--- src/rtl/dlp_pkg.sv ---
package dlp_pkg;

  localparam int unsigned FIELD_COUNT = 10;

  typedef logic [7:0]  char_t;
  typedef logic [15:0] word_t;
  typedef logic [3:0]  slot_t;

  // Position of each number on the line; the offset minutes share the offset word.
  localparam slot_t SLOT_MINUTE     = 4'd0;
  localparam slot_t SLOT_HOUR       = 4'd1;
  localparam slot_t SLOT_DAY_FIRST  = 4'd2;
  localparam slot_t SLOT_DAY_LAST   = 4'd3;
  localparam slot_t SLOT_MONTH      = 4'd4;
  localparam slot_t SLOT_YEAR_FIRST = 4'd5;
  localparam slot_t SLOT_YEAR_LAST  = 4'd6;
  localparam slot_t SLOT_WDAY_FIRST = 4'd7;
  localparam slot_t SLOT_WDAY_LAST  = 4'd8;
  localparam slot_t SLOT_OFFSET     = 4'd9;
  localparam slot_t SLOT_OFFSET_MIN = 4'd10;

  localparam char_t CH_NUL     = 8'h00;
  localparam char_t CH_TAB     = 8'h09;
  localparam char_t CH_SPACE   = 8'h20;
  localparam char_t CH_HASH    = 8'h23;
  localparam char_t CH_PLUS    = 8'h2B;
  localparam char_t CH_MINUS   = 8'h2D;
  localparam char_t CH_ZERO    = 8'h30;
  localparam char_t CH_NINE    = 8'h39;
  localparam char_t CH_COLON   = 8'h3A;
  localparam char_t CH_UPPER_A = 8'h41;
  localparam char_t CH_UPPER_Z = 8'h5A;
  localparam char_t CH_LOWER_A = 8'h61;
  localparam char_t CH_LOWER_Z = 8'h7A;

  localparam word_t LIMIT_MINUTE  = 16'd59;
  localparam word_t LIMIT_HOUR    = 16'd23;
  localparam word_t LIMIT_DAY     = 16'd31;
  localparam word_t LIMIT_MONTH   = 16'd12;
  localparam word_t LIMIT_WEEKDAY = 16'd6;

  typedef enum logic [2:0] {
    PH_START,
    PH_SIGN,
    PH_DIGIT,
    PH_GAP,
    PH_SKIP,
    PH_AFTER_OFF,
    PH_DONE
  } phase_t;

  typedef enum logic [1:0] {
    KIND_ENTRY,
    KIND_HEADING,
    KIND_COMMENT,
    KIND_OTHER
  } kind_t;

  typedef struct packed {
    char_t character;
    logic  line_end;
  } in_beat_t;

  typedef struct packed {
    logic               parse_ok;
    kind_t              line_kind;
    logic [5:0]         minute_of_change;
    logic [4:0]         hour_of_change;
    logic [4:0]         day_first;
    logic [4:0]         day_last;
    logic [3:0]         month_number;
    logic [15:0]        year_first;
    logic [15:0]        year_last;
    logic [2:0]         weekday_first;
    logic [2:0]         weekday_last;
    logic signed [15:0] utc_offset_minutes;
  } result_t;

  typedef struct packed {
    phase_t phase;
    slot_t  slot;
    logic   neg;
    word_t  acc;
    logic   seen;
    logic   fail;
  } entry_t;

  function automatic logic is_blank(char_t c);
    return (c == CH_SPACE) || (c == CH_TAB);
  endfunction

  function automatic logic is_digit(char_t c);
    return (c >= CH_ZERO) && (c <= CH_NINE);
  endfunction

  function automatic kind_t classify(char_t c);
    kind_t k;
    if (is_digit(c)) begin
      k = KIND_ENTRY;
    end else if (((c >= CH_LOWER_A) && (c <= CH_LOWER_Z)) ||
                 ((c >= CH_UPPER_A) && (c <= CH_UPPER_Z))) begin
      k = KIND_HEADING;
    end else if (c == CH_HASH) begin
      k = KIND_COMMENT;
    end else begin
      k = KIND_OTHER;
    end
    return k;
  endfunction

  // Handles the first character seen by a number that starts from a clean state.
  // The low nibble of an ASCII digit is its value.
  function automatic entry_t sign_entry(slot_t slot, char_t c);
    entry_t e;
    e.phase = PH_DIGIT;
    e.slot  = slot;
    e.neg   = 1'b0;
    e.acc   = '0;
    e.seen  = 1'b0;
    e.fail  = 1'b0;
    if (is_blank(c) && (slot >= SLOT_HOUR) && (slot <= SLOT_WDAY_LAST)) begin
      e.phase = PH_SIGN;
    end else if (c == CH_MINUS) begin
      e.neg = 1'b1;
    end else if (is_digit(c)) begin
      e.acc  = {12'd0, c[3:0]};
      e.seen = 1'b1;
    end else if (c != CH_PLUS) begin
      e.fail = 1'b1;
    end
    return e;
  endfunction

endpackage

--- src/rtl/dlp_in_if.sv ---
interface dlp_in_if import dlp_pkg::*; ();
  logic  valid;
  logic  ready;
  char_t character;
  logic  line_end;

  modport source (output valid, character, line_end, input ready);
  modport sink (input valid, character, line_end, output ready);
endinterface

--- src/rtl/dlp_out_if.sv ---
interface dlp_out_if import dlp_pkg::*; ();
  logic               valid;
  logic               ready;
  logic               parse_ok;
  kind_t              line_kind;
  logic [5:0]         minute_of_change;
  logic [4:0]         hour_of_change;
  logic [4:0]         day_first;
  logic [4:0]         day_last;
  logic [3:0]         month_number;
  logic [15:0]        year_first;
  logic [15:0]        year_last;
  logic [2:0]         weekday_first;
  logic [2:0]         weekday_last;
  logic signed [15:0] utc_offset_minutes;

  modport source (
    output valid, parse_ok, line_kind, minute_of_change, hour_of_change, day_first,
           day_last, month_number, year_first, year_last, weekday_first, weekday_last,
           utc_offset_minutes,
    input  ready
  );
  modport sink (
    input  valid, parse_ok, line_kind, minute_of_change, hour_of_change, day_first,
           day_last, month_number, year_first, year_last, weekday_first, weekday_last,
           utc_offset_minutes,
    output ready
  );
endinterface

--- src/rtl/dlp_in_reg.sv ---
module dlp_in_reg import dlp_pkg::*; (
  input  logic     clk,
  input  logic     rst_n,
  input  logic     in_valid,
  output logic     in_ready,
  input  in_beat_t in_beat,
  output logic     hold_valid,
  output in_beat_t hold_beat,
  input  logic     take
);

  logic     valid_r;
  logic     valid_nxt;
  in_beat_t beat_r;

  assign in_ready   = !valid_r || take;
  assign hold_valid = valid_r;
  assign hold_beat  = beat_r;

  always_comb begin
    valid_nxt = valid_r;
    if (in_valid && in_ready) begin
      valid_nxt = 1'b1;
    end else if (take) begin
      valid_nxt = 1'b0;
    end
  end

  always_ff @(posedge clk) begin
    if (!rst_n) begin
      valid_r <= 1'b0;
    end else begin
      valid_r <= valid_nxt;
    end
  end

  always_ff @(posedge clk) begin
    if (in_valid && in_ready) begin
      beat_r <= in_beat;
    end
  end

endmodule

--- src/rtl/dlp_parse_core.sv ---
module dlp_parse_core import dlp_pkg::*; (
  input  logic     clk,
  input  logic     rst_n,
  input  logic     hold_valid,
  input  in_beat_t hold_beat,
  output logic     take,
  input  logic     res_ready,
  output logic     res_valid,
  output result_t  res
);

  phase_t phase_r, phase_nxt;
  slot_t  slot_r, slot_nxt;
  logic   neg_r, neg_nxt;
  word_t  acc_r, acc_nxt;
  logic   seen_r, seen_nxt;
  logic   failed_r, failed_nxt;
  kind_t  kind_r, kind_nxt;
  word_t  field_r [FIELD_COUNT];

  logic   fld_we;
  slot_t  fld_idx;
  word_t  fld_wdata;

  char_t  cur_char;
  word_t  value;
  word_t  acc_x10;
  word_t  value_x60;
  word_t  offset_nxt;
  logic   ok;

  // The end of the line is handled as a zero byte.
  assign cur_char  = hold_beat.line_end ? CH_NUL : hold_beat.character;
  assign value     = neg_r ? word_t'(16'd0 - acc_r) : acc_r;
  assign acc_x10   = {acc_r[12:0], 3'b000} + {acc_r[14:0], 1'b0};
  assign value_x60 = {value[9:0], 6'b000000} - {value[13:0], 2'b00};

  assign res_valid = hold_valid && hold_beat.line_end;
  assign take      = hold_valid && (!hold_beat.line_end || res_ready);

  always_comb begin : next_state_logic
    entry_t ent;
    logic   use_ent;
    slot_t  ent_slot;
    phase_nxt  = phase_r;
    slot_nxt   = slot_r;
    neg_nxt    = neg_r;
    acc_nxt    = acc_r;
    seen_nxt   = seen_r;
    failed_nxt = failed_r;
    kind_nxt   = kind_r;
    fld_we     = 1'b0;
    fld_idx    = slot_r;
    fld_wdata  = value;
    use_ent    = 1'b0;
    ent_slot   = slot_r;
    if (!failed_r && (phase_r != PH_DONE)) begin
      unique case (phase_r)
        PH_START: begin
          kind_nxt = classify(cur_char);
          use_ent  = 1'b1;
          ent_slot = SLOT_MINUTE;
        end
        PH_SIGN: begin
          use_ent  = 1'b1;
          ent_slot = slot_r;
        end
        PH_DIGIT: begin
          if (is_digit(cur_char)) begin
            acc_nxt  = acc_x10 + {12'd0, cur_char[3:0]};
            seen_nxt = 1'b1;
          end else if (!seen_r) begin
            failed_nxt = 1'b1;
          end else begin
            case (slot_r) inside
              SLOT_OFFSET_MIN: begin
                fld_we     = 1'b1;
                fld_idx    = SLOT_OFFSET;
                fld_wdata  = field_r[SLOT_OFFSET] + value;
                phase_nxt  = PH_DONE;
              end
              SLOT_OFFSET: begin
                fld_we    = 1'b1;
                fld_idx   = SLOT_OFFSET;
                fld_wdata = value_x60;
                if (is_blank(cur_char)) begin
                  phase_nxt = PH_AFTER_OFF;
                end else if (cur_char == CH_COLON) begin
                  phase_nxt = PH_SIGN;
                  slot_nxt  = SLOT_OFFSET_MIN;
                  neg_nxt   = 1'b0;
                  acc_nxt   = '0;
                  seen_nxt  = 1'b0;
                end else if (cur_char == CH_NUL) begin
                  phase_nxt = PH_DONE;
                end else begin
                  failed_nxt = 1'b1;
                end
              end
              SLOT_DAY_FIRST, SLOT_YEAR_FIRST, SLOT_WDAY_FIRST: begin
                fld_we = 1'b1;
                if (cur_char == CH_SPACE) begin
                  phase_nxt = PH_GAP;
                end else if (cur_char == CH_MINUS) begin
                  phase_nxt = PH_SIGN;
                  slot_nxt  = slot_t'(slot_r + 4'd1);
                  neg_nxt   = 1'b0;
                  acc_nxt   = '0;
                  seen_nxt  = 1'b0;
                end else begin
                  failed_nxt = 1'b1;
                end
              end
              SLOT_WDAY_LAST: begin
                fld_we = 1'b1;
                if (is_digit(cur_char) || (cur_char == CH_MINUS) ||
                    (cur_char == CH_NUL)) begin
                  use_ent  = 1'b1;
                  ent_slot = SLOT_OFFSET;
                end else begin
                  phase_nxt = PH_SKIP;
                end
              end
              SLOT_MINUTE, SLOT_HOUR, SLOT_DAY_LAST, SLOT_MONTH, SLOT_YEAR_LAST: begin
                fld_we   = 1'b1;
                use_ent  = 1'b1;
                ent_slot = slot_t'(slot_r + 4'd1);
              end
              default: begin
              end
            endcase
          end
        end
        PH_GAP: begin
          if (is_blank(cur_char)) begin
            phase_nxt = PH_GAP;
          end else if (cur_char == CH_MINUS) begin
            phase_nxt = PH_SIGN;
            slot_nxt  = slot_t'(slot_r + 4'd1);
            neg_nxt   = 1'b0;
            acc_nxt   = '0;
            seen_nxt  = 1'b0;
          end else begin
            // No interval: the last value of the pair is zero.
            fld_we    = 1'b1;
            fld_idx   = slot_t'(slot_r + 4'd1);
            fld_wdata = '0;
            if (slot_r == SLOT_WDAY_FIRST) begin
              if (is_digit(cur_char) || (cur_char == CH_NUL)) begin
                use_ent  = 1'b1;
                ent_slot = SLOT_OFFSET;
              end else begin
                phase_nxt = PH_SKIP;
              end
            end else begin
              use_ent  = 1'b1;
              ent_slot = slot_t'(slot_r + 4'd2);
            end
          end
        end
        PH_SKIP: begin
          if (is_digit(cur_char) || (cur_char == CH_MINUS) || (cur_char == CH_NUL)) begin
            use_ent  = 1'b1;
            ent_slot = SLOT_OFFSET;
          end
        end
        PH_AFTER_OFF: begin
          if (is_blank(cur_char)) begin
            phase_nxt = PH_AFTER_OFF;
          end else if (cur_char == CH_COLON) begin
            phase_nxt = PH_SIGN;
            slot_nxt  = SLOT_OFFSET_MIN;
            neg_nxt   = 1'b0;
            acc_nxt   = '0;
            seen_nxt  = 1'b0;
          end else if (cur_char == CH_NUL) begin
            phase_nxt = PH_DONE;
          end else begin
            failed_nxt = 1'b1;
          end
        end
        default: begin
        end
      endcase
    end
    ent = sign_entry(ent_slot, cur_char);
    if (use_ent) begin
      phase_nxt  = ent.phase;
      slot_nxt   = ent.slot;
      neg_nxt    = ent.neg;
      acc_nxt    = ent.acc;
      seen_nxt   = ent.seen;
      failed_nxt = ent.fail;
    end
  end

  assign offset_nxt = (fld_we && (fld_idx == SLOT_OFFSET)) ? fld_wdata : field_r[SLOT_OFFSET];

  // A line can only finish cleanly at its end through the offset, so the
  // other fields are already settled in the store when the result is built.
  always_comb begin
    ok = !failed_nxt && (phase_nxt == PH_DONE) &&
         (field_r[SLOT_HOUR] <= LIMIT_HOUR) &&
         (field_r[SLOT_MINUTE] <= LIMIT_MINUTE) &&
         (field_r[SLOT_MONTH] <= LIMIT_MONTH) &&
         ((field_r[SLOT_DAY_LAST] == '0) != (field_r[SLOT_WDAY_LAST] == '0)) &&
         (field_r[SLOT_DAY_FIRST] <= LIMIT_DAY) &&
         (field_r[SLOT_DAY_LAST] <= LIMIT_DAY) &&
         (field_r[SLOT_WDAY_FIRST] <= LIMIT_WEEKDAY) &&
         (field_r[SLOT_WDAY_LAST] <= LIMIT_WEEKDAY);
    res.parse_ok           = ok;
    res.line_kind          = kind_nxt;
    res.minute_of_change   = ok ? field_r[SLOT_MINUTE][5:0] : '0;
    res.hour_of_change     = ok ? field_r[SLOT_HOUR][4:0] : '0;
    res.day_first          = ok ? field_r[SLOT_DAY_FIRST][4:0] : '0;
    res.day_last           = ok ? field_r[SLOT_DAY_LAST][4:0] : '0;
    res.month_number       = ok ? field_r[SLOT_MONTH][3:0] : '0;
    res.year_first         = ok ? field_r[SLOT_YEAR_FIRST] : '0;
    res.year_last          = ok ? field_r[SLOT_YEAR_LAST] : '0;
    res.weekday_first      = ok ? field_r[SLOT_WDAY_FIRST][2:0] : '0;
    res.weekday_last       = ok ? field_r[SLOT_WDAY_LAST][2:0] : '0;
    res.utc_offset_minutes = ok ? $signed(offset_nxt) : '0;
  end

  always_ff @(posedge clk) begin
    if (!rst_n) begin
      phase_r  <= PH_START;
      slot_r   <= SLOT_MINUTE;
      neg_r    <= 1'b0;
      acc_r    <= '0;
      seen_r   <= 1'b0;
      failed_r <= 1'b0;
      kind_r   <= KIND_ENTRY;
    end else if (take && hold_beat.line_end) begin
      phase_r  <= PH_START;
      slot_r   <= SLOT_MINUTE;
      neg_r    <= 1'b0;
      acc_r    <= '0;
      seen_r   <= 1'b0;
      failed_r <= 1'b0;
      kind_r   <= KIND_ENTRY;
    end else if (take) begin
      phase_r  <= phase_nxt;
      slot_r   <= slot_nxt;
      neg_r    <= neg_nxt;
      acc_r    <= acc_nxt;
      seen_r   <= seen_nxt;
      failed_r <= failed_nxt;
      kind_r   <= kind_nxt;
    end
  end

  always_ff @(posedge clk) begin
    if (take && fld_we) begin
      field_r[fld_idx] <= fld_wdata;
    end
  end

  a_restart: assert property (@(posedge clk) disable iff (!rst_n)
    (take && hold_beat.line_end) |=> ((phase_r == PH_START) && !failed_r))
    else $error("parser did not return to the line start after a line end");

  a_fail_sticky: assert property (@(posedge clk) disable iff (!rst_n)
    (failed_r && !(take && hold_beat.line_end)) |=> failed_r)
    else $error("failure cleared before the line end");

  a_ok_ranges: assert property (@(posedge clk) disable iff (!rst_n)
    (res_valid && res.parse_ok) |->
      ((word_t'(res.hour_of_change) <= LIMIT_HOUR) &&
       (word_t'(res.minute_of_change) <= LIMIT_MINUTE) &&
       (word_t'(res.month_number) <= LIMIT_MONTH)))
    else $error("passing line carries an out-of-range time field");

  a_ok_exclusive: assert property (@(posedge clk) disable iff (!rst_n)
    (res_valid && res.parse_ok) |-> ((res.day_last != '0) != (res.weekday_last != '0)))
    else $error("passing line has both or neither interval end");

  a_fail_zero: assert property (@(posedge clk) disable iff (!rst_n)
    (res_valid && !res.parse_ok) |->
      ((res.year_first == '0) && (res.utc_offset_minutes == '0) && (res.day_first == '0)))
    else $error("failing line carries nonzero fields");

endmodule

--- src/rtl/dlp_out_reg.sv ---
module dlp_out_reg import dlp_pkg::*; (
  input  logic    clk,
  input  logic    rst_n,
  input  logic    res_valid,
  input  result_t res,
  output logic    res_ready,
  output logic    out_valid,
  input  logic    out_ready,
  output result_t out_res
);

  logic    valid_r;
  logic    valid_nxt;
  result_t data_r;

  assign res_ready = !valid_r || out_ready;
  assign out_valid = valid_r;
  assign out_res   = data_r;

  always_comb begin
    valid_nxt = valid_r;
    if (res_valid && res_ready) begin
      valid_nxt = 1'b1;
    end else if (out_ready) begin
      valid_nxt = 1'b0;
    end
  end

  always_ff @(posedge clk) begin
    if (!rst_n) begin
      valid_r <= 1'b0;
    end else begin
      valid_r <= valid_nxt;
    end
  end

  always_ff @(posedge clk) begin
    if (res_valid && res_ready) begin
      data_r <= res;
    end
  end

endmodule

--- src/rtl/dst_rule_line_parser.sv ---
// Parses daylight-saving rule lines that arrive one character per beat.
// The input channel carries a character and a line_end flag; a beat with
// line_end set closes the line, its character is ignored, and it produces
// exactly one beat on the result channel. Every other beat produces none.
// A zero character ends the text early; later characters up to line_end
// have no effect.
// Each beat is held in an input register and parsed in the following cycle,
// unless a line_end beat must wait, by one pass of logic over the running
// parse state, so the block takes one beat per cycle back to back while
// results drain; the parser's take of a line_end beat loads its result.
// While the output register holds a result the receiver has not taken,
// character beats keep flowing; only a further line_end beat waits in the
// input register, which then holds off new input until the result moves.
// Synchronous reset empties both registers and puts the parser at the start
// of a line, as does every line_end beat once its result is produced.
module dst_rule_line_parser import dlp_pkg::*; (
  input  logic      clk,
  input  logic      rst_n,
  dlp_in_if.sink    in_ch,
  dlp_out_if.source out_ch
);

  in_beat_t in_beat;
  logic     hold_valid;
  in_beat_t hold_beat;
  logic     take;
  logic     res_valid;
  logic     res_ready;
  result_t  res;
  result_t  out_res;

  assign in_beat.character = in_ch.character;
  assign in_beat.line_end  = in_ch.line_end;

  dlp_in_reg u_in_reg (
    .clk        (clk),
    .rst_n      (rst_n),
    .in_valid   (in_ch.valid),
    .in_ready   (in_ch.ready),
    .in_beat    (in_beat),
    .hold_valid (hold_valid),
    .hold_beat  (hold_beat),
    .take       (take)
  );

  dlp_parse_core u_core (
    .clk        (clk),
    .rst_n      (rst_n),
    .hold_valid (hold_valid),
    .hold_beat  (hold_beat),
    .take       (take),
    .res_ready  (res_ready),
    .res_valid  (res_valid),
    .res        (res)
  );

  dlp_out_reg u_out_reg (
    .clk       (clk),
    .rst_n     (rst_n),
    .res_valid (res_valid),
    .res       (res),
    .res_ready (res_ready),
    .out_valid (out_ch.valid),
    .out_ready (out_ch.ready),
    .out_res   (out_res)
  );

  assign out_ch.parse_ok           = out_res.parse_ok;
  assign out_ch.line_kind          = out_res.line_kind;
  assign out_ch.minute_of_change   = out_res.minute_of_change;
  assign out_ch.hour_of_change     = out_res.hour_of_change;
  assign out_ch.day_first          = out_res.day_first;
  assign out_ch.day_last           = out_res.day_last;
  assign out_ch.month_number       = out_res.month_number;
  assign out_ch.year_first         = out_res.year_first;
  assign out_ch.year_last          = out_res.year_last;
  assign out_ch.weekday_first      = out_res.weekday_first;
  assign out_ch.weekday_last       = out_res.weekday_last;
  assign out_ch.utc_offset_minutes = out_res.utc_offset_minutes;

endmodule

--- src/flat_wrapper.sv ---
// flat-port wrapper written by rule: the top's interface ports become plain ports
module dst_rule_line_parser_flat import dlp_pkg::*;
  (clk, rst_n, in_ch_valid, in_ch_character, in_ch_line_end, in_ch_ready, out_ch_valid, out_ch_parse_ok, out_ch_line_kind, out_ch_minute_of_change, out_ch_hour_of_change, out_ch_day_first, out_ch_day_last, out_ch_month_number, out_ch_year_first, out_ch_year_last, out_ch_weekday_first, out_ch_weekday_last, out_ch_utc_offset_minutes, out_ch_ready);
  dlp_in_if in_ch_i ();
  dlp_out_if out_ch_i ();
  input  logic clk;
  input  logic rst_n;
  input wire logic [$bits(in_ch_i.valid)-1:0] in_ch_valid;
  input wire logic [$bits(in_ch_i.character)-1:0] in_ch_character;
  input wire logic [$bits(in_ch_i.line_end)-1:0] in_ch_line_end;
  output wire logic [$bits(in_ch_i.ready)-1:0] in_ch_ready;
  output wire logic [$bits(out_ch_i.valid)-1:0] out_ch_valid;
  output wire logic [$bits(out_ch_i.parse_ok)-1:0] out_ch_parse_ok;
  output wire logic [$bits(out_ch_i.line_kind)-1:0] out_ch_line_kind;
  output wire logic [$bits(out_ch_i.minute_of_change)-1:0] out_ch_minute_of_change;
  output wire logic [$bits(out_ch_i.hour_of_change)-1:0] out_ch_hour_of_change;
  output wire logic [$bits(out_ch_i.day_first)-1:0] out_ch_day_first;
  output wire logic [$bits(out_ch_i.day_last)-1:0] out_ch_day_last;
  output wire logic [$bits(out_ch_i.month_number)-1:0] out_ch_month_number;
  output wire logic [$bits(out_ch_i.year_first)-1:0] out_ch_year_first;
  output wire logic [$bits(out_ch_i.year_last)-1:0] out_ch_year_last;
  output wire logic [$bits(out_ch_i.weekday_first)-1:0] out_ch_weekday_first;
  output wire logic [$bits(out_ch_i.weekday_last)-1:0] out_ch_weekday_last;
  output wire logic [$bits(out_ch_i.utc_offset_minutes)-1:0] out_ch_utc_offset_minutes;
  input wire logic [$bits(out_ch_i.ready)-1:0] out_ch_ready;
  assign in_ch_i.valid = in_ch_valid;
  assign in_ch_i.character = in_ch_character;
  assign in_ch_i.line_end = in_ch_line_end;
  assign in_ch_ready = in_ch_i.ready;
  assign out_ch_valid = out_ch_i.valid;
  assign out_ch_parse_ok = out_ch_i.parse_ok;
  assign out_ch_line_kind = out_ch_i.line_kind;
  assign out_ch_minute_of_change = out_ch_i.minute_of_change;
  assign out_ch_hour_of_change = out_ch_i.hour_of_change;
  assign out_ch_day_first = out_ch_i.day_first;
  assign out_ch_day_last = out_ch_i.day_last;
  assign out_ch_month_number = out_ch_i.month_number;
  assign out_ch_year_first = out_ch_i.year_first;
  assign out_ch_year_last = out_ch_i.year_last;
  assign out_ch_weekday_first = out_ch_i.weekday_first;
  assign out_ch_weekday_last = out_ch_i.weekday_last;
  assign out_ch_utc_offset_minutes = out_ch_i.utc_offset_minutes;
  assign out_ch_i.ready = out_ch_ready;
  dst_rule_line_parser u_core (.clk(clk), .rst_n(rst_n), .in_ch(in_ch_i), .out_ch(out_ch_i));
endmodule
--- config.mk ---
export PLATFORM = sky130hd
export DESIGN_NAME = dst_rule_line_parser_flat
export DESIGN_NICKNAME = d
export VERILOG_FILES = /design/src/rtl/dlp_pkg.sv /design/src/rtl/dlp_in_if.sv /design/src/rtl/dlp_out_if.sv /design/src/rtl/dlp_in_reg.sv /design/src/rtl/dlp_parse_core.sv /design/src/rtl/dlp_out_reg.sv /design/src/rtl/dst_rule_line_parser.sv /design/src/flat_wrapper.sv
export SDC_FILE = /design/constraint.sdc
export NUM_CORES = 1
export LEC_CHECK = 0
export CAP_MARGIN = 5
export CORE_ASPECT_RATIO = 0.6
export CORE_MARGIN = 5
export CORE_UTILIZATION = 55
export CTS_CLUSTER_SIZE = 25
export DETAILED_ROUTE_END_ITERATION = 8
export DONT_BUFFER_PORTS = 1
export GPL_TIMING_DRIVEN = 1
export PLACE_DENSITY = 0.68
export SLEW_MARGIN = 0
export SYNTH_ARGS = -nofsm -noshare
export SYNTH_HDL_FRONTEND = slang
export SYNTH_SLANG_ARGS = --single-unit
export TNS_END_PERCENT = 10
--- constraint.sdc ---
create_clock -name clk -period 6.95 [get_ports clk]
set_input_delay 1.39 -clock clk [delete_from_list [all_inputs] [get_ports clk]]
set_output_delay 1.39 -clock clk [all_outputs]
set_load 0.005 [all_outputs]
==> implementation parameters, run 1 <==
Parameter                              Value

STA
  Headroom to the max-slew limit    0.192
  Final max-slew violation count    0
  Post-Route Hold Slack    474 ps
  Unrepaired setup endpoints after global routing    false
  Hold Vio Cnt, Final    0
  Share of the clock period used by the worst path    0.762
  Maximum frequency from static timing analysis    0.189 GHz
  Sum of negative setup slack    0 ps
  Slew at the pin closest to its max-slew limit    1210 ps
  Final clock skew    14.8 ps
  Number of failing setup endpoints in the final timing report    0
  Minimum clock period after layout    5300 ps

Flow run
  Number of violations of the max-capacitance limit    0

Layout
  Area of all placed cells without fillers    0.0156 mm²
  Fraction of final layout cells sized beyond drive strength 1    0.0875
  Fin util    0.614
  Number of nets in the finished design    1297
  Synth-to-layout area growth    9.84%
  Number of diodes added for antenna fixing    0

Synth
  Number of nets produced by synthesis    1282
  Count of flip-flops with a built-in enable after synthesis    251
  Distinct cell type count after synthesis    86
  Area contributors post-synth    sky130_fd_sc_hd__edfxtp_1 53%, sky130_fd_sc_hd__ha_1 4.9%, sky130_fd_sc_hd__dfxtp_1 4.2%, sky130_fd_sc_hd__and2_1 3.1%, sky130_fd_sc_hd__nor2_1 2.4%
  Sequential cell area fraction in the yosys report    0.574
  Netlist area before placement    0.0142 mm²
  Number of synthesized register bits    281
  Avg Synthesized Cell Area    11.7 µm²
  Mapped Cells    1211
  Most used DFF post-synth    sky130_fd_sc_hd__edfxtp_1
  Leading area contributor after synthesis    sky130_fd_sc_hd__edfxtp_1
  Area fraction of the dominant cell type after synthesis    0.532
  Number of synthesis warnings    0
  Ranking of synthesized cells by instance count    251 x sky130_fd_sc_hd__edfxtp_1, 89 x sky130_fd_sc_hd__nor2_1, 74 x sky130_fd_sc_hd__nand2_1
  Cell with the most instances after synthesis    sky130_fd_sc_hd__edfxtp_1
  Share of synthesized flip-flops with an asynchronous set or reset    0

Clock tree
  Maximum count of clock buffers along a single path    3
  Sinks on Clock Net    281
  Clock latency on the worst-skew pair    550 ps
  CTS tree    done
  Cts-stage hold buffer count    0
  Clock Root Buffer    sky130_fd_sc_hd__clkbuf_16
  Post-CTS sizing    0
  Setup Fix Bufs, Post-CTS    0
  Number of H-tree levels    1
  Clock buffers created by TritonCTS    26
  Post-CTS clock slew at the launch and capture registers of the worst setup and hold paths    70 ps

Global route
  First-pass GRT wire length    57.9 mm
  Maximum number of pins on one net before global-route repair    83
  Total track usage    0.258
  Number of global-route vias before repair    9317
  Total overflow reported by the global router    0
  Antenna violations before repair    0

Floorplanning
  Horizontal extent of the die    217 µm
  Floorplan die height    134 µm
  Die Area    0.0292 mm²
  Initial standard-cell utilization of the core    0.559
  Core outline area    0.0253 mm²
  IO Pins    97
  Number of rows created at floorplan    45

Worst setup path
  Delay of the slowest critical-path stage    680 ps
  Category of the worst setup path launch point    flip-flop
  Worst-path fanout max    12
  Cell type group with the largest total delay on the critical path    compound AO/OA/AOI/OAI gates
  Ordered cell list for the critical path    inv_1 > ha_1 > nand2_1 > o21ai_0 > xor2_1 > inv_1 > ha_1 > nor3_1 > o211ai_1 > a2111oi_0 > o31a_1 > nand2b_1 > xor2_1 > a21oi_1 > o2bb2ai_1 > o211a_1
  Data required time at the worst endpoint    7360 ps
  Arrival @ worst endpoint    5710 ps
  Kind of critical path    flip-flop to flip-flop
  Count of buffer and inverter cells on the critical path    2
  CP max-delay cell    sky130_fd_sc_hd__a2111oi_0
  Endpoint type of the worst setup path    flip-flop

Drt
  First-iteration detailed-routing DRC count    1354
  Post-route antenna net violation count    0
  Post-detailed-route wirelength per cell    24.3 µm
  DRC viols    0
  First-pass detailed-route iteration total    5
  Aggregate routed wire length    38.3 mm
  Per-cell via count in the routed design    6.46
  Total via count in the routed design    10200

Power and ir drop
  Pleak    5.66 nW
  Largest vdd supply drop    0.232 mV
  Post-route total power    3.61 mW
  Areal power density over the cells    232 mW/mm²

Place
  GPL Wtd Cong    1.01
  IO buf count    0
  HPWL reported at the end of detailed placement    27.6 mm
  Post-placement cell area    0.0146 mm²

Worst hold path
  Hold WC Path Type    flip-flop to flip-flop

Outcome
  Outcome    complete, no violations
-- worst paths after layout --
| kind | startpoint | end | slack (ps) | cells after the start |
|---|---|---|---|---|
| worst max register to register | u_core.u_core.acc_r[0] | u_core.u_out_reg.out_res[13] | 1650 | 16 |
| worst min-delay path | u_core.u_core.kind_r[1] | u_core.u_core.kind_r[1] | 470 | 2 |
| worst max-delay path | u_core.u_core.acc_r[0] | u_core.u_out_reg.out_res[13] | 1650 | 16 |
| worst min register to register | u_core.u_core.kind_r[1] | u_core.u_core.kind_r[1] | 470 | 2 |
-- through the flow --
stage,setup slack [ps],instances
6_report,1650,1575
5_1_grt,1120,1575
4_1_cts,1800,1575
3_5_place_dp,1880,1527
3_3_place_gp,2040,1527
2_1_floorplan,1070,1211
-- tightest hold or removal path, cell delays in order, from the launching register on --
cell and delay (ps):
sky130_fd_sc_hd__dfxtp_1 320, sky130_fd_sc_hd__nand2_1 60, sky130_fd_sc_hd__a21oi_1 60
-- area by class of cell --
cell class,instances,area (µm²)
fillers,1993,9780
clock inverters,20,238
well taps,329,412
multi-input cells,845,5710
flip-flops and latches,281,8140
inverters,42,158
repair buffers,30,225
clock buffers,28,679
-- state kept, by name, summed over array words and instances, names as in the netlist, 2 cells and up --
name / count
u_core.u_core.acc_r: 16
u_core.u_core.slot_r: 4
u_core.u_core.phase_r: 3
u_core.u_core.field_r: 160
u_core.u_core.kind_r: 2
u_core.u_out_reg.out_res: 82
u_core.u_in_reg.hold_beat: 9
-- layer usage --
layer | global-route usage | wire length, µm | share of wire | vias up
li1 | - | - | - | 4664
met1 | 0.440 | 19000 | 0.50 | 4928
met2 | 0.326 | 14400 | 0.38 | 532
met3 | 0.0686 | 4360 | 0.11 | 48
met4 | 0.0375 | 523 | 0.014 | 0
met5 | 0 | 0 | 0 | -
-- logic make-up (layout without fill, tap and decap cells) --
kind of cell             Yosys count  count (layout)  synth area share
adder cells (fa/ha/maj)           58              58            0.0528
AO/OA/AOI/OAI                    301             301             0.147
AND/OR/NAND/NOR                  422             422             0.161
multiplexers                       7               7           0.00521
buffers and inverters             85             120            0.0247
flip-flops                       281             281             0.574
XOR/XNOR                          57              57            0.0352
-- cell usage in the layout (no fill, tap or decap), drive strengths merged, types with 30 or more instances in the layout --
| master | count |
|---|---|
| buf | 30 |
| inv | 46 |
| nand2 | 74 |
| o21ai | 58 |
| edfxtp | 251 |
| and2 | 73 |
| xnor2 | 36 |
| ha | 55 |
| nor3 | 38 |
| dfxtp | 30 |
| a21oi | 65 |
| nor2 | 90 |
-- where the power goes --
group	internal, mW	switching [mW]
Combinational	0.0674	0.142
Sequential	1.84	0.0292
Clock	0.872	0.656
Total	2.78	0.827
Note: power is estimated with default switching activity, not from simulation.
==> run 2: changes to the inputs <==
- PLACE_DENSITY: 0.68 -> 0.71
- clock period: 6.95 -> 4.4 ns (I/O delays scaled with it)
==> run 2 against run 1 <==
Design area rose by 2.2%. Non-clock buffer count up 51. Via count is 1.8% higher. Worst hold slack worse by 38 ps. Final cell count rose by 3.0%. Setup slack worse by 1400 ps. Core utilization increased by 1.4 points. First-iteration DRC count grew 2.7%. Critical path type unchanged. Largest cell class unchanged.
==> implementation parameters, run 2 (synthesis results as in run 1) <==
Parameter                              Value

Layout
  Synth-to-layout area growth    12.3%
  Number of flip-flops under the largest register name    160 (unchanged)
  Fin util    0.628 (+0.0137)
  Number of nets in the finished design    1347 (+3.9%)
  Commonest non-fill, non-tap cell in the layout    sky130_fd_sc_hd__edfxtp_1
  Area of all placed cells without fillers    0.0159 mm² (+2.2%)
  Number of diodes added for antenna fixing    0 (unchanged)
  Fraction of final layout cells sized beyond drive strength 1    0.124 (+0.0362)
  Register name with the most flops    u_core.u_core.field_r
  Post-route non-filler standard cell count    1623 (+3.0%)
  Highest-count cells in the layout ignoring fill and taps    251 x sky130_fd_sc_hd__edfxtp_1, 88 x sky130_fd_sc_hd__nor2_1, 79 x sky130_fd_sc_hd__buf_4

Worst setup path
  Endpoint type of the worst setup path    flip-flop
  Arrival @ worst endpoint    4330 ps (-1380 ps)
  Worst-path fanout max    10 (-2)
  Category of the worst setup path launch point    flip-flop
  Data required time at the worst endpoint    4600 ps (-2760 ps)
  Kind of critical path    flip-flop to flip-flop

Drt
  Post-detailed-route wirelength per cell    24.1 µm (-0.97%)
  Per-cell via count in the routed design    6.38 (-1.2%)
  Total via count in the routed design    10400 (+1.8%)
  Aggregate routed wire length    39.1 mm (+2.1%)
  First-pass detailed-route iteration total    6 (+1)
  First-iteration detailed-routing DRC count    1390 (+2.7%)
  DRC viols    0 (unchanged)
  Post-route antenna net violation count    0 (unchanged)

STA
  Slew at the pin closest to its max-slew limit    1140 ps (-71.0 ps)
  Maximum frequency from static timing analysis    0.242 GHz (+28%)
  Worst setup slack after layout    271 ps (-1380 ps)
  Share of the clock period used by the worst path    0.938 (+0.176)
  Final clock skew    21.7 ps (+6.87 ps)
  Minimum clock period after layout    4130 ps (-1170 ps)
  Headroom to the max-slew limit    0.239 (+0.0473)
  Sum of negative setup slack    0 ps (unchanged)
  Unrepaired setup endpoints after global routing    false
  Post-Route Hold Slack    435 ps (-38.4 ps)
  Hold Vio Cnt, Final    0 (unchanged)
  Number of failing setup endpoints in the final timing report    0 (unchanged)
  Final max-slew violation count    0 (unchanged)

Global route
  First-pass GRT wire length    59.9 mm (+3.4%)
  Total overflow reported by the global router    0 (unchanged)
  Total track usage    0.266 (+0.00814)
  Number of global-route vias before repair    9602 (+3.1%)
  Maximum number of pins on one net before global-route repair    83 (unchanged)
  Antenna violations before repair    1 (+1)

Floorplanning
  Floorplan die height    134 µm (unchanged)
  Die Area    0.0292 mm² (unchanged)
  Number of rows created at floorplan    45 (unchanged)
  IO Pins    97 (unchanged)
  Horizontal extent of the die    217 µm (unchanged)
  Core outline area    0.0253 mm² (unchanged)
  Initial standard-cell utilization of the core    0.559 (unchanged)

Clock tree
  Clock Root Buffer    sky130_fd_sc_hd__clkbuf_16
  Number of H-tree levels    1 (unchanged)
  CTS tree    done
  Clock latency on the worst-skew pair    540 ps (about the same)
  Clock buffers created by TritonCTS    25 (-3.8%)
  Cts-stage hold buffer count    0 (unchanged)
  Maximum count of clock buffers along a single path    3 (unchanged)
  Post-CTS clock slew at the launch and capture registers of the worst setup and hold paths    70 ps (about the same)
  Sinks on Clock Net    281 (unchanged)

Place
  HPWL reported at the end of detailed placement    28.5 mm (+2.9%)
  IO buf count    0 (unchanged)
  Worst setup slack before clock tree synthesis    155 ps (-1720 ps)
  GPL Wtd Cong    1.00 (-0.49%)
  Post-placement cell area    0.0150 mm² (+2.8%)
  # placed instances    1578 (+3.3%)

Power and ir drop
  Post-route total power    5.60 mW (+55%)
  Pleak    5.92 nW (+4.5%)
  Largest vdd supply drop    0.331 mV (+43%)
  Areal power density over the cells    352 mW/mm² (+52%)

Flow run
  Number of violations of the max-capacitance limit    0 (unchanged)

Worst hold path
  Hold WC Path Type    input pin to flip-flop

Outcome
  Outcome    complete, no violations
[run 2: changes by cell type in the layout (fill, tap and decap cells not counted), moves of 2 or more]
cell                         previous run  this run
sky130_fd_sc_hd__buf_4                 30        79
sky130_fd_sc_hd__clkbuf_16             27        25
sky130_fd_sc_hd__clkinv_4               2         0
sky130_fd_sc_hd__nor3_2                 2         4
sky130_fd_sc_hd__buf_12                 0         2
sky130_fd_sc_hd__clkinvlp_4             1         3
[run 2: timing repair]
action	CTS	global route
hold endpoints to repair	0	0
setup buffers	0	0
gates resized for setup	0	5
setup endpoints to repair	0	13
[run 2: path summary, 6_finish.rpt]
| path | from | end | slack (ps) | cells after the start |
|---|---|---|---|---|
| setup reg to reg | u_core.u_core.acc_r[0] | u_core.u_core.field_r[6][15] | 270 | 15 |
| setup / recovery | u_core.u_core.acc_r[0] | u_core.u_core.field_r[6][15] | 270 | 15 |
| hold reg to reg | u_core.u_core.kind_r[1] | u_core.u_core.kind_r[1] | 460 | 2 |
| hold / removal | in_ch_character[7] | u_core.u_in_reg.hold_beat[8] | 440 | 0 |
[run 2: where the power goes]
group	internal, mW	switching (mW)	total, mW
clock	1.29	0.998	2.29
combinational	0.123	0.238	0.361
sequential	2.91	0.0368	2.95
[run 2: worst max-delay path, stage by stage, from the launching register on]
cell and delay (ps):
sky130_fd_sc_hd__dfxtp_1 370, sky130_fd_sc_hd__buf_4 180, sky130_fd_sc_hd__nor2_1 150, sky130_fd_sc_hd__nand2_1 130
sky130_fd_sc_hd__o31a_1 280, sky130_fd_sc_hd__xor2_1 180, sky130_fd_sc_hd__inv_1 70, sky130_fd_sc_hd__ha_1 360
sky130_fd_sc_hd__a21o_1 210, sky130_fd_sc_hd__a2111o_1 460, sky130_fd_sc_hd__a2111oi_0 400, sky130_fd_sc_hd__o31ai_1 160
sky130_fd_sc_hd__xnor2_1 360, sky130_fd_sc_hd__a21oi_1 160, sky130_fd_sc_hd__nor2_1 120, sky130_fd_sc_hd__o21ai_1 220
[run 2: cell type report]
type	instances	area [µm²]
well taps	329	412
repair buffers	81	633
fillers	1992	9430
clock inverters	18	211
clock buffers	27	633
flip-flops and latches	281	8140
multi-input cells	845	5720
inverters	42	158
[run 2: metal layers]
metal | up-vias | global-route usage | share of wire
li1 | 4744 | - | -
met4 | 0 | 0.0452 | 0.016
met3 | 43 | 0.0801 | 0.12
met1 | 5008 | 0.447 | 0.49
met2 | 564 | 0.334 | 0.38
met5 | - | 0 | 0
